File: config.mk
export PLATFORM = sky130hd
export DESIGN_NAME = block_average_decimator_core
export DESIGN_NICKNAME = d
export VERILOG_FILES = /design/src/rtl/bad_pkg.sv /design/src/rtl/bad_divroot.sv /design/src/rtl/block_average_decimator_core.sv
export SDC_FILE = /design/constraint.sdc
export NUM_CORES = 1
export LEC_CHECK = 0
export ABC_AREA = 1
export BUFFER_PORTS_ARGS = -buffer_cell sky130_fd_sc_hd__buf_2
export CELL_PAD_IN_SITES_DETAIL_PLACEMENT = 1
export CELL_PAD_IN_SITES_GLOBAL_PLACEMENT = 1
export CORE_MARGIN = 2
export CORE_UTILIZATION = 47
export DETAILED_ROUTE_END_ITERATION = 6
export GPL_ROUTABILITY_DRIVEN = 0
export PLACE_DENSITY_LB_ADDON = 0.1
export SLEW_MARGIN = 10
export SYNTH_ARGS = -nofsm -noshare
export SYNTH_HDL_FRONTEND = slang
export SYNTH_SLANG_ARGS = --single-unit
File: constraint.sdc
create_clock -name aclk -period 9.6 [get_ports aclk]
set_input_delay 0.96 -clock aclk [delete_from_list [all_inputs] [get_ports aclk]]
set_output_delay 0.96 -clock aclk [all_outputs]
set_load 0.05 [all_outputs]
File: src/rtl/bad_pkg.sv
// shared types and constants for the block average decimator
package bad_pkg;

    // configuration port
    localparam int FACTOR_W   = 9;
    localparam int FACTOR_MAX = (1 << FACTOR_W) - 1;
    localparam int CFG_IDX_W  = 1;
    localparam int CFG_DATA_W = FACTOR_W;

    typedef enum logic [CFG_IDX_W-1:0] {
        CFG_DECIM_FACTOR = 1'b0,
        CFG_ENERGY_MODE  = 1'b1
    } cfg_idx_t;

    // top level sequencer
    typedef enum logic [1:0] {
        ST_IDLE,
        ST_SQUARE,
        ST_CHECK,
        ST_WAIT
    } bad_state_t;

    // divide and root unit
    typedef enum logic [2:0] {
        DR_IDLE,
        DR_DIV,
        DR_POST,
        DR_ROOT,
        DR_DONE
    } bad_dr_state_t;

endpackage

File: src/rtl/bad_divroot.sv
// bit-serial divide by block length followed by optional bit-serial square root
module bad_divroot #(
    parameter int SAMPLE_BITS = 16,
    parameter int ACC_W       = 41,
    parameter int DIV_W       = 9
) (
    input  logic                   aclk,
    input  logic                   aresetn,
    input  logic                   start,
    input  logic [ACC_W-1:0]       acc_in,
    input  logic                   rms,
    input  logic [DIV_W-1:0]       divisor,
    output logic                   res_valid,
    input  logic                   res_take,
    output logic [SAMPLE_BITS:0]   result
);
    import bad_pkg::*;

    localparam int OUT_W  = SAMPLE_BITS + 1;
    localparam int SQ_W   = 2 * SAMPLE_BITS;
    localparam int RW     = SAMPLE_BITS + 2;
    localparam int STEP_W = $clog2(ACC_W + 1);

    bad_dr_state_t state_reg, state_next;

    logic [ACC_W-1:0]       quo_reg, quo_next;
    logic [DIV_W-1:0]       rem_reg, rem_next;
    logic [DIV_W-1:0]       div_reg, div_next;
    logic                   neg_reg, neg_next;
    logic                   rms_reg, rms_next;
    logic [STEP_W-1:0]      step_reg, step_next;
    logic [SQ_W-1:0]        xsh_reg, xsh_next;
    logic [RW-1:0]          srem_reg, srem_next;
    logic [SAMPLE_BITS-1:0] root_reg, root_next;
    logic [OUT_W-1:0]       res_reg, res_next;

    logic [DIV_W:0]         cand;
    logic [DIV_W:0]         diff;
    logic [RW+1:0]          scand;
    logic [RW+1:0]          strial;
    logic [OUT_W-1:0]       qlow;

    always_ff @(posedge aclk) begin
        if (!aresetn) begin
            state_reg <= DR_IDLE;
        end else begin
            state_reg <= state_next;
        end
        quo_reg  <= quo_next;
        rem_reg  <= rem_next;
        div_reg  <= div_next;
        neg_reg  <= neg_next;
        rms_reg  <= rms_next;
        step_reg <= step_next;
        xsh_reg  <= xsh_next;
        srem_reg <= srem_next;
        root_reg <= root_next;
        res_reg  <= res_next;
    end

    always_comb begin
        state_next = state_reg;
        quo_next   = quo_reg;
        rem_next   = rem_reg;
        div_next   = div_reg;
        neg_next   = neg_reg;
        rms_next   = rms_reg;
        step_next  = step_reg;
        xsh_next   = xsh_reg;
        srem_next  = srem_reg;
        root_next  = root_reg;
        res_next   = res_reg;
        res_valid  = 1'b0;

        cand   = {rem_reg, quo_reg[ACC_W-1]};
        diff   = cand - {1'b0, div_reg};
        scand  = {srem_reg, xsh_reg[SQ_W-1 -: 2]};
        strial = (RW+2)'({root_reg, 2'b01});
        qlow   = quo_reg[OUT_W-1:0];

        case (state_reg)
            DR_IDLE: begin
                if (start) begin
                    neg_next   = acc_in[ACC_W-1];
                    quo_next   = acc_in[ACC_W-1] ? (~acc_in + ACC_W'(1)) : acc_in;
                    rem_next   = '0;
                    div_next   = divisor;
                    rms_next   = rms;
                    step_next  = '0;
                    state_next = DR_DIV;
                end
            end
            DR_DIV: begin
                // restoring division, one quotient bit per cycle
                if (cand >= {1'b0, div_reg}) begin
                    rem_next = diff[DIV_W-1:0];
                    quo_next = {quo_reg[ACC_W-2:0], 1'b1};
                end else begin
                    rem_next = cand[DIV_W-1:0];
                    quo_next = {quo_reg[ACC_W-2:0], 1'b0};
                end
                step_next = step_reg + STEP_W'(1);
                if (step_reg == STEP_W'(ACC_W - 1)) begin
                    state_next = DR_POST;
                end
            end
            DR_POST: begin
                if (rms_reg) begin
                    xsh_next   = quo_reg[SQ_W-1:0];
                    srem_next  = '0;
                    root_next  = '0;
                    step_next  = '0;
                    state_next = DR_ROOT;
                end else begin
                    res_next   = neg_reg ? (~qlow + OUT_W'(1)) : qlow;
                    state_next = DR_DONE;
                end
            end
            DR_ROOT: begin
                // digit-by-digit root, one result bit per cycle
                if (scand >= strial) begin
                    srem_next = RW'(scand - strial);
                    root_next = {root_reg[SAMPLE_BITS-2:0], 1'b1};
                end else begin
                    srem_next = RW'(scand);
                    root_next = {root_reg[SAMPLE_BITS-2:0], 1'b0};
                end
                xsh_next  = {xsh_reg[SQ_W-3:0], 2'b00};
                step_next = step_reg + STEP_W'(1);
                if (step_reg == STEP_W'(SAMPLE_BITS - 1)) begin
                    res_next   = {1'b0, root_next};
                    state_next = DR_DONE;
                end
            end
            DR_DONE: begin
                res_valid = 1'b1;
                if (res_take) begin
                    state_next = DR_IDLE;
                end
            end
            default: begin
                state_next = DR_IDLE;
            end
        endcase
    end

    assign result = res_reg;

endmodule

File: src/rtl/block_average_decimator_core.sv
// top level of the block average decimator: block mean or rms over sample blocks
// usage
//   samples enter on s_valid/s_ready/s_sample, results leave on m_valid/m_ready/
//   m_value. every decim_factor accepted samples give one result: the block mean
//   truncated toward zero (energy_mode 0) or the floor of the block rms
//   (energy_mode 1). decim_factor 0 passes each sample through; factors above
//   MAX_FACTOR act as MAX_FACTOR. a partial block is never emitted.
//   configuration (cfg_we, cfg_index, cfg_data) is taken in the same cycle;
//   any write starts a fresh block. write only when idle.
// sequence
//   a sample inside a block goes through ST_CHECK in mean mode and through the
//   shift-and-add squarer (one multiplier bit per cycle) and ST_CHECK in rms mode
//   a closing sample's total goes from ST_CHECK to the serial divider (one
//   quotient bit per cycle), then DR_POST and, in rms mode, the serial root
//   before DR_DONE; ST_WAIT puts the result in the output register once that is
//   free; samples are taken only in ST_IDLE
//   pass-through results go straight into the output register at the transfer
// reset and stall
//   aresetn clears the block state and sets factor 1, mean mode. a stalled receiver
//   holds the result; samples are still taken until the next result needs it
module block_average_decimator_core #(
    parameter int MAX_FACTOR  = 256,
    parameter int SAMPLE_BITS = 16
) (
    input  logic                               aclk,
    input  logic                               aresetn,
    input  logic                               cfg_we,
    input  logic [bad_pkg::CFG_IDX_W-1:0]      cfg_index,
    input  logic [bad_pkg::CFG_DATA_W-1:0]     cfg_data,
    input  logic                               s_valid,
    output logic                               s_ready,
    input  logic signed [SAMPLE_BITS-1:0]      s_sample,
    output logic                               m_valid,
    input  logic                               m_ready,
    output logic signed [SAMPLE_BITS:0]        m_value
);
    import bad_pkg::*;

    // largest block length reachable from the register
    localparam int CAP   = (MAX_FACTOR < FACTOR_MAX) ? MAX_FACTOR : FACTOR_MAX;
    localparam int EF_W  = $clog2(CAP + 1);
    localparam int SQ_W  = 2 * SAMPLE_BITS;
    // sum of squares of CAP samples stays below 2^(ACC_W-1)
    localparam int ACC_W = SQ_W + EF_W;
    localparam int BC_W  = $clog2(SAMPLE_BITS);
    localparam int OUT_W = SAMPLE_BITS + 1;

    bad_state_t state_reg, state_next;

    logic [FACTOR_W-1:0]    factor_reg, factor_next;
    logic                   mode_reg, mode_next;
    logic [ACC_W-1:0]       acc_reg, acc_next;
    logic [EF_W-1:0]        count_reg, count_next;
    logic [SQ_W-1:0]        mcand_reg, mcand_next;
    logic [SAMPLE_BITS-1:0] mplier_reg, mplier_next;
    logic [BC_W-1:0]        bit_cnt_reg, bit_cnt_next;
    logic                   m_valid_reg, m_valid_next;
    logic [OUT_W-1:0]       m_value_reg, m_value_next;

    logic [EF_W-1:0]        eff_factor;
    logic                   pass_mode;
    logic                   out_free;
    logic                   s_xfer;
    logic [SAMPLE_BITS-1:0] s_mag;
    logic [ACC_W-1:0]       s_ext;

    logic                   div_start;
    logic                   res_valid;
    logic                   res_take;
    logic [OUT_W-1:0]       res_value;

    // saturate the register to the supported block length
    assign eff_factor = (factor_reg > FACTOR_W'(CAP)) ? EF_W'(CAP) : EF_W'(factor_reg);
    assign pass_mode  = (eff_factor == '0);
    assign out_free   = !m_valid_reg || m_ready;

    // pass-through needs the output register, block samples do not
    assign s_ready = (state_reg == ST_IDLE) && (!pass_mode || out_free);
    assign s_xfer  = s_valid && s_ready;

    assign s_mag = s_sample[SAMPLE_BITS-1] ? (~s_sample + SAMPLE_BITS'(1)) : s_sample;
    assign s_ext = {{(ACC_W-SAMPLE_BITS){s_sample[SAMPLE_BITS-1]}}, s_sample};

    always_ff @(posedge aclk) begin
        if (!aresetn) begin
            state_reg   <= ST_IDLE;
            factor_reg  <= FACTOR_W'(1);
            mode_reg    <= 1'b0;
            acc_reg     <= '0;
            count_reg   <= '0;
            m_valid_reg <= 1'b0;
        end else begin
            state_reg   <= state_next;
            factor_reg  <= factor_next;
            mode_reg    <= mode_next;
            acc_reg     <= acc_next;
            count_reg   <= count_next;
            m_valid_reg <= m_valid_next;
        end
        mcand_reg   <= mcand_next;
        mplier_reg  <= mplier_next;
        bit_cnt_reg <= bit_cnt_next;
        m_value_reg <= m_value_next;
    end

    always_comb begin
        state_next   = state_reg;
        factor_next  = factor_reg;
        mode_next    = mode_reg;
        acc_next     = acc_reg;
        count_next   = count_reg;
        mcand_next   = mcand_reg;
        mplier_next  = mplier_reg;
        bit_cnt_next = bit_cnt_reg;
        m_value_next = m_value_reg;
        m_valid_next = m_valid_reg && !m_ready;
        div_start    = 1'b0;
        res_take     = 1'b0;

        case (state_reg)
            ST_IDLE: begin
                if (s_xfer) begin
                    if (pass_mode) begin
                        // sample goes straight to the output register
                        m_value_next = {s_sample[SAMPLE_BITS-1], s_sample};
                        m_valid_next = 1'b1;
                    end else begin
                        count_next = count_reg + EF_W'(1);
                        if (mode_reg) begin
                            mcand_next   = SQ_W'(s_mag);
                            mplier_next  = s_mag;
                            bit_cnt_next = '0;
                            state_next   = ST_SQUARE;
                        end else begin
                            acc_next   = acc_reg + s_ext;
                            state_next = ST_CHECK;
                        end
                    end
                end
            end
            ST_SQUARE: begin
                // shift-and-add square straight into the accumulator
                if (mplier_reg[0]) begin
                    acc_next = acc_reg + ACC_W'(mcand_reg);
                end
                mcand_next   = {mcand_reg[SQ_W-2:0], 1'b0};
                mplier_next  = {1'b0, mplier_reg[SAMPLE_BITS-1:1]};
                bit_cnt_next = bit_cnt_reg + BC_W'(1);
                if (bit_cnt_reg == BC_W'(SAMPLE_BITS - 1)) begin
                    state_next = ST_CHECK;
                end
            end
            ST_CHECK: begin
                // block complete: hand the total to the divider, start over; else back to idle
                if (count_reg == eff_factor) begin
                    div_start  = 1'b1;
                    acc_next   = '0;
                    count_next = '0;
                    state_next = ST_WAIT;
                end else begin
                    state_next = ST_IDLE;
                end
            end
            ST_WAIT: begin
                if (res_valid && out_free) begin
                    res_take     = 1'b1;
                    m_value_next = res_value;
                    m_valid_next = 1'b1;
                    state_next   = ST_IDLE;
                end
            end
            default: begin
                state_next = ST_IDLE;
            end
        endcase

        // any register write starts a new block
        if (cfg_we) begin
            case (cfg_index)
                CFG_DECIM_FACTOR: factor_next = cfg_data;
                CFG_ENERGY_MODE:  mode_next   = cfg_data[0];
                default: ;
            endcase
            acc_next   = '0;
            count_next = '0;
        end
    end

    bad_divroot #(
        .SAMPLE_BITS (SAMPLE_BITS),
        .ACC_W       (ACC_W),
        .DIV_W       (EF_W)
    ) u_divroot (
        .aclk      (aclk),
        .aresetn   (aresetn),
        .start     (div_start),
        .acc_in    (acc_reg),
        .rms       (mode_reg),
        .divisor   (eff_factor),
        .res_valid (res_valid),
        .res_take  (res_take),
        .result    (res_value)
    );

    assign m_valid = m_valid_reg;
    assign m_value = m_value_reg;

endmodule

==> run summary <==
number of synthesized flops with an enable pin -> 219
first-pass GRT wire length -> 87900 um
Peak supply drop -> 0.185 mV
startpoint types -> flip-flop
Initial Util -> 47.3%
Max Cap Viol -> 0
Hold-fix buffers, CTS -> 0
CTS resizes -> 0
Worst EP required -> 10060 ps
Mean Syn Cell Area -> 7.75 um2
clock period minus final worst setup slack -> 4530 ps
CTS Sinks -> 285
CP max FO -> 55
PD cells -> 281 nW/um2
1st-pass router iterations -> 6
Max Clock Freq -> 221 MHz
period utilization -> 47.1%
sequential fraction of the synthesis area -> 44.7%
worst-margin pin slew -> 1080 ps
Hold Path Depth -> 2
TritonCTS buffer count -> 34
synth top area cells -> edfxtp_1 (37%), nand2_1 (13%), dfxtp_1 (7.5%), o21ai_0 (6.2%), ha_1 (5.8%)
Total GRT Usage -> 28.7%
initial antenna violation count -> 0
Post-DRT Antenna Nets -> 0
CP Buf/Inv Count -> 4
die area -> 39200 um2
Reg clk slew, reported paths -> 50 ps
final wirelength -> 55100 um
DRC violations left -> 0
top-count cell post-synth -> nand2_1
Setup TNS -> 0 ps
slowest CP cell -> o21ai_0
Worst EP arrival -> 4980 ps
Vias/cell -> 5.69
cells along the critical path -> inv_1 > ha_2 > buf_4 > clkinv_1 > o21ai_0 > ha_1 > fa_1 > nand3_1 > nand2_1 > nand2_1 > nand2_1 > inv_1 > o21ai_0 > nand3_1 > nand3b_1 > nand3_1 > a21oi_1
num rows -> 71
Final HPWL DP -> 41400 um
leakage -> 0.00826 uW
clk buf depth -> 3
Pwr Total -> 5460 uW
Port Buffer Count -> 49
Worst path top cell family by delay -> buffers and inverters
RSZ-0062 raised after global routing -> no
H-tree level count -> 2
TritonCTS clock tree -> built
crit-path max cell delay -> 470 ps
Post-Syn Nets -> 2393
Worst Setup SP -> state_reg[1]
Crit. End Element -> flip-flop
via count of the routed design -> 16000
asr flop ratio synth -> 0%
vias in the first global route -> 16600
clock latency on the worst-skew pair -> 550 ps
Unique masters post-synth -> 50
Hold Path Origin -> factor_reg[6]
setup violators final -> 0
chip width -> 198 um
DRT iter0 DRCs -> 960
post-route worst setup slack -> 5070 ps
CP Class -> flip-flop to flip-flop
Syn Inst Count -> 2278
Hold Fails Final Rpt -> 0
core area -> 37300 um2
Cell Area, Synth -> 17700 um2
Worst path depth -> 17
status -> finished, final reports clean
FF-to-FF path depth -> 17
Setup Fix Bufs, Post-CTS -> 0
largest net degree at the start of global routing -> 71
top cells by count, synth -> nand2_1 (603), nor2_1 (234), inv_1 (230)
Area Growth Syn to Fin -> 10.1%
synth warn -> 0
worst slack at placement -> 5300 ps
Root Buffer Master -> clkbuf_16
diodes inserted -> 0
Slew Viols, Final -> 0
worst rel slew slack -> 28.3%
synthesized flop and latch total -> 285
Final #Nets -> 2424
overflow left after global routing -> 0
Crit Reg-Reg Startpoint -> state_reg[1]
chip height -> 198 um
Worst Hold Class -> flip-flop to flip-flop
DR WL/cell -> 19.6 um
top cell type's share of synthesized area -> 37.2%
Top FF cell, synth -> edfxtp_1
cell taking the most area after synthesis -> edfxtp_1
num ports -> 50
Worst Skew -> 23.1 ps
layout cell share with drive strength beyond 1 -> 6.17%
## cell type report
class | count | area [um2]
tap | 474 | 593
fill | 4675 | 17900
inverter | 236 | 891
clock inverter | 16 | 178
timing repair buffer | 59 | 320
multi-input combinational | 1693 | 8650
clock buffer | 43 | 916
sequential | 285 | 7900
## tightest hold or removal path: stages, from the launching register on
cell and delay (ps):
dfxtp_1 310, inv_1 60, a21oi_1 50
## layout by cell type, fill, tap and decap left out, drive strengths merged, types with 46 or more instances in the layout
master    n
inv     235
xor2     46
nand2   606
nor2    237
nand3   157
ha       82
dfxtp    66
buf      59
a21oi   176
edfxtp  219
o21ai   226
## worst paths after layout
path	end	slack, ps
min reg2reg	factor_reg[6]	470
min	factor_reg[6]	470
max	acc_reg[32]	5070
max reg2reg	acc_reg[32]	5070
## through the flow
stage	hold WS, ps	util (%)	cells	area [um2]
after floorplan	406	-	2278	17700
after global placement	461	49.2	2747	18300
after detailed placement	463	49.2	2747	18300
after CTS	472	52.1	2806	19400
after global routing	504	52.1	2806	19400
final	470	52.1	2806	19400
## report_power, final
group	switching (uW)	internal (uW)
sequential	188	1690
combinational	1620	665
clock	535	761
total	2350	3110
## routing by layer
layer	share of wire, %	wire [um]	track usage [%]	up-vias
met4	3.7	2040	12.0	0
met2	48	26500	49.6	342
met1	44	24300	36.6	7761
met3	4.3	2350	3.30	120
li1	-	-	-	7742
met5	0	0	0	-
## cells by family (layout without fill, tap and decap cells)
| kind of cell | after synthesis | count (layout) | synth area share, % |
|---|---|---|---|
| AND/OR/NAND/NOR | 1094 | 1094 | 25.9 |
| AO/OA/AOI/OAI | 451 | 451 | 13.6 |
| buffers and inverters | 300 | 354 | 6.59 |
| flip-flops | 285 | 285 | 44.7 |
| adder cells (fa/ha/maj) | 84 | 84 | 6.03 |
| XOR/XNOR | 64 | 64 | 3.17 |
No activity file was read; power rests on OpenSTA's default activity.
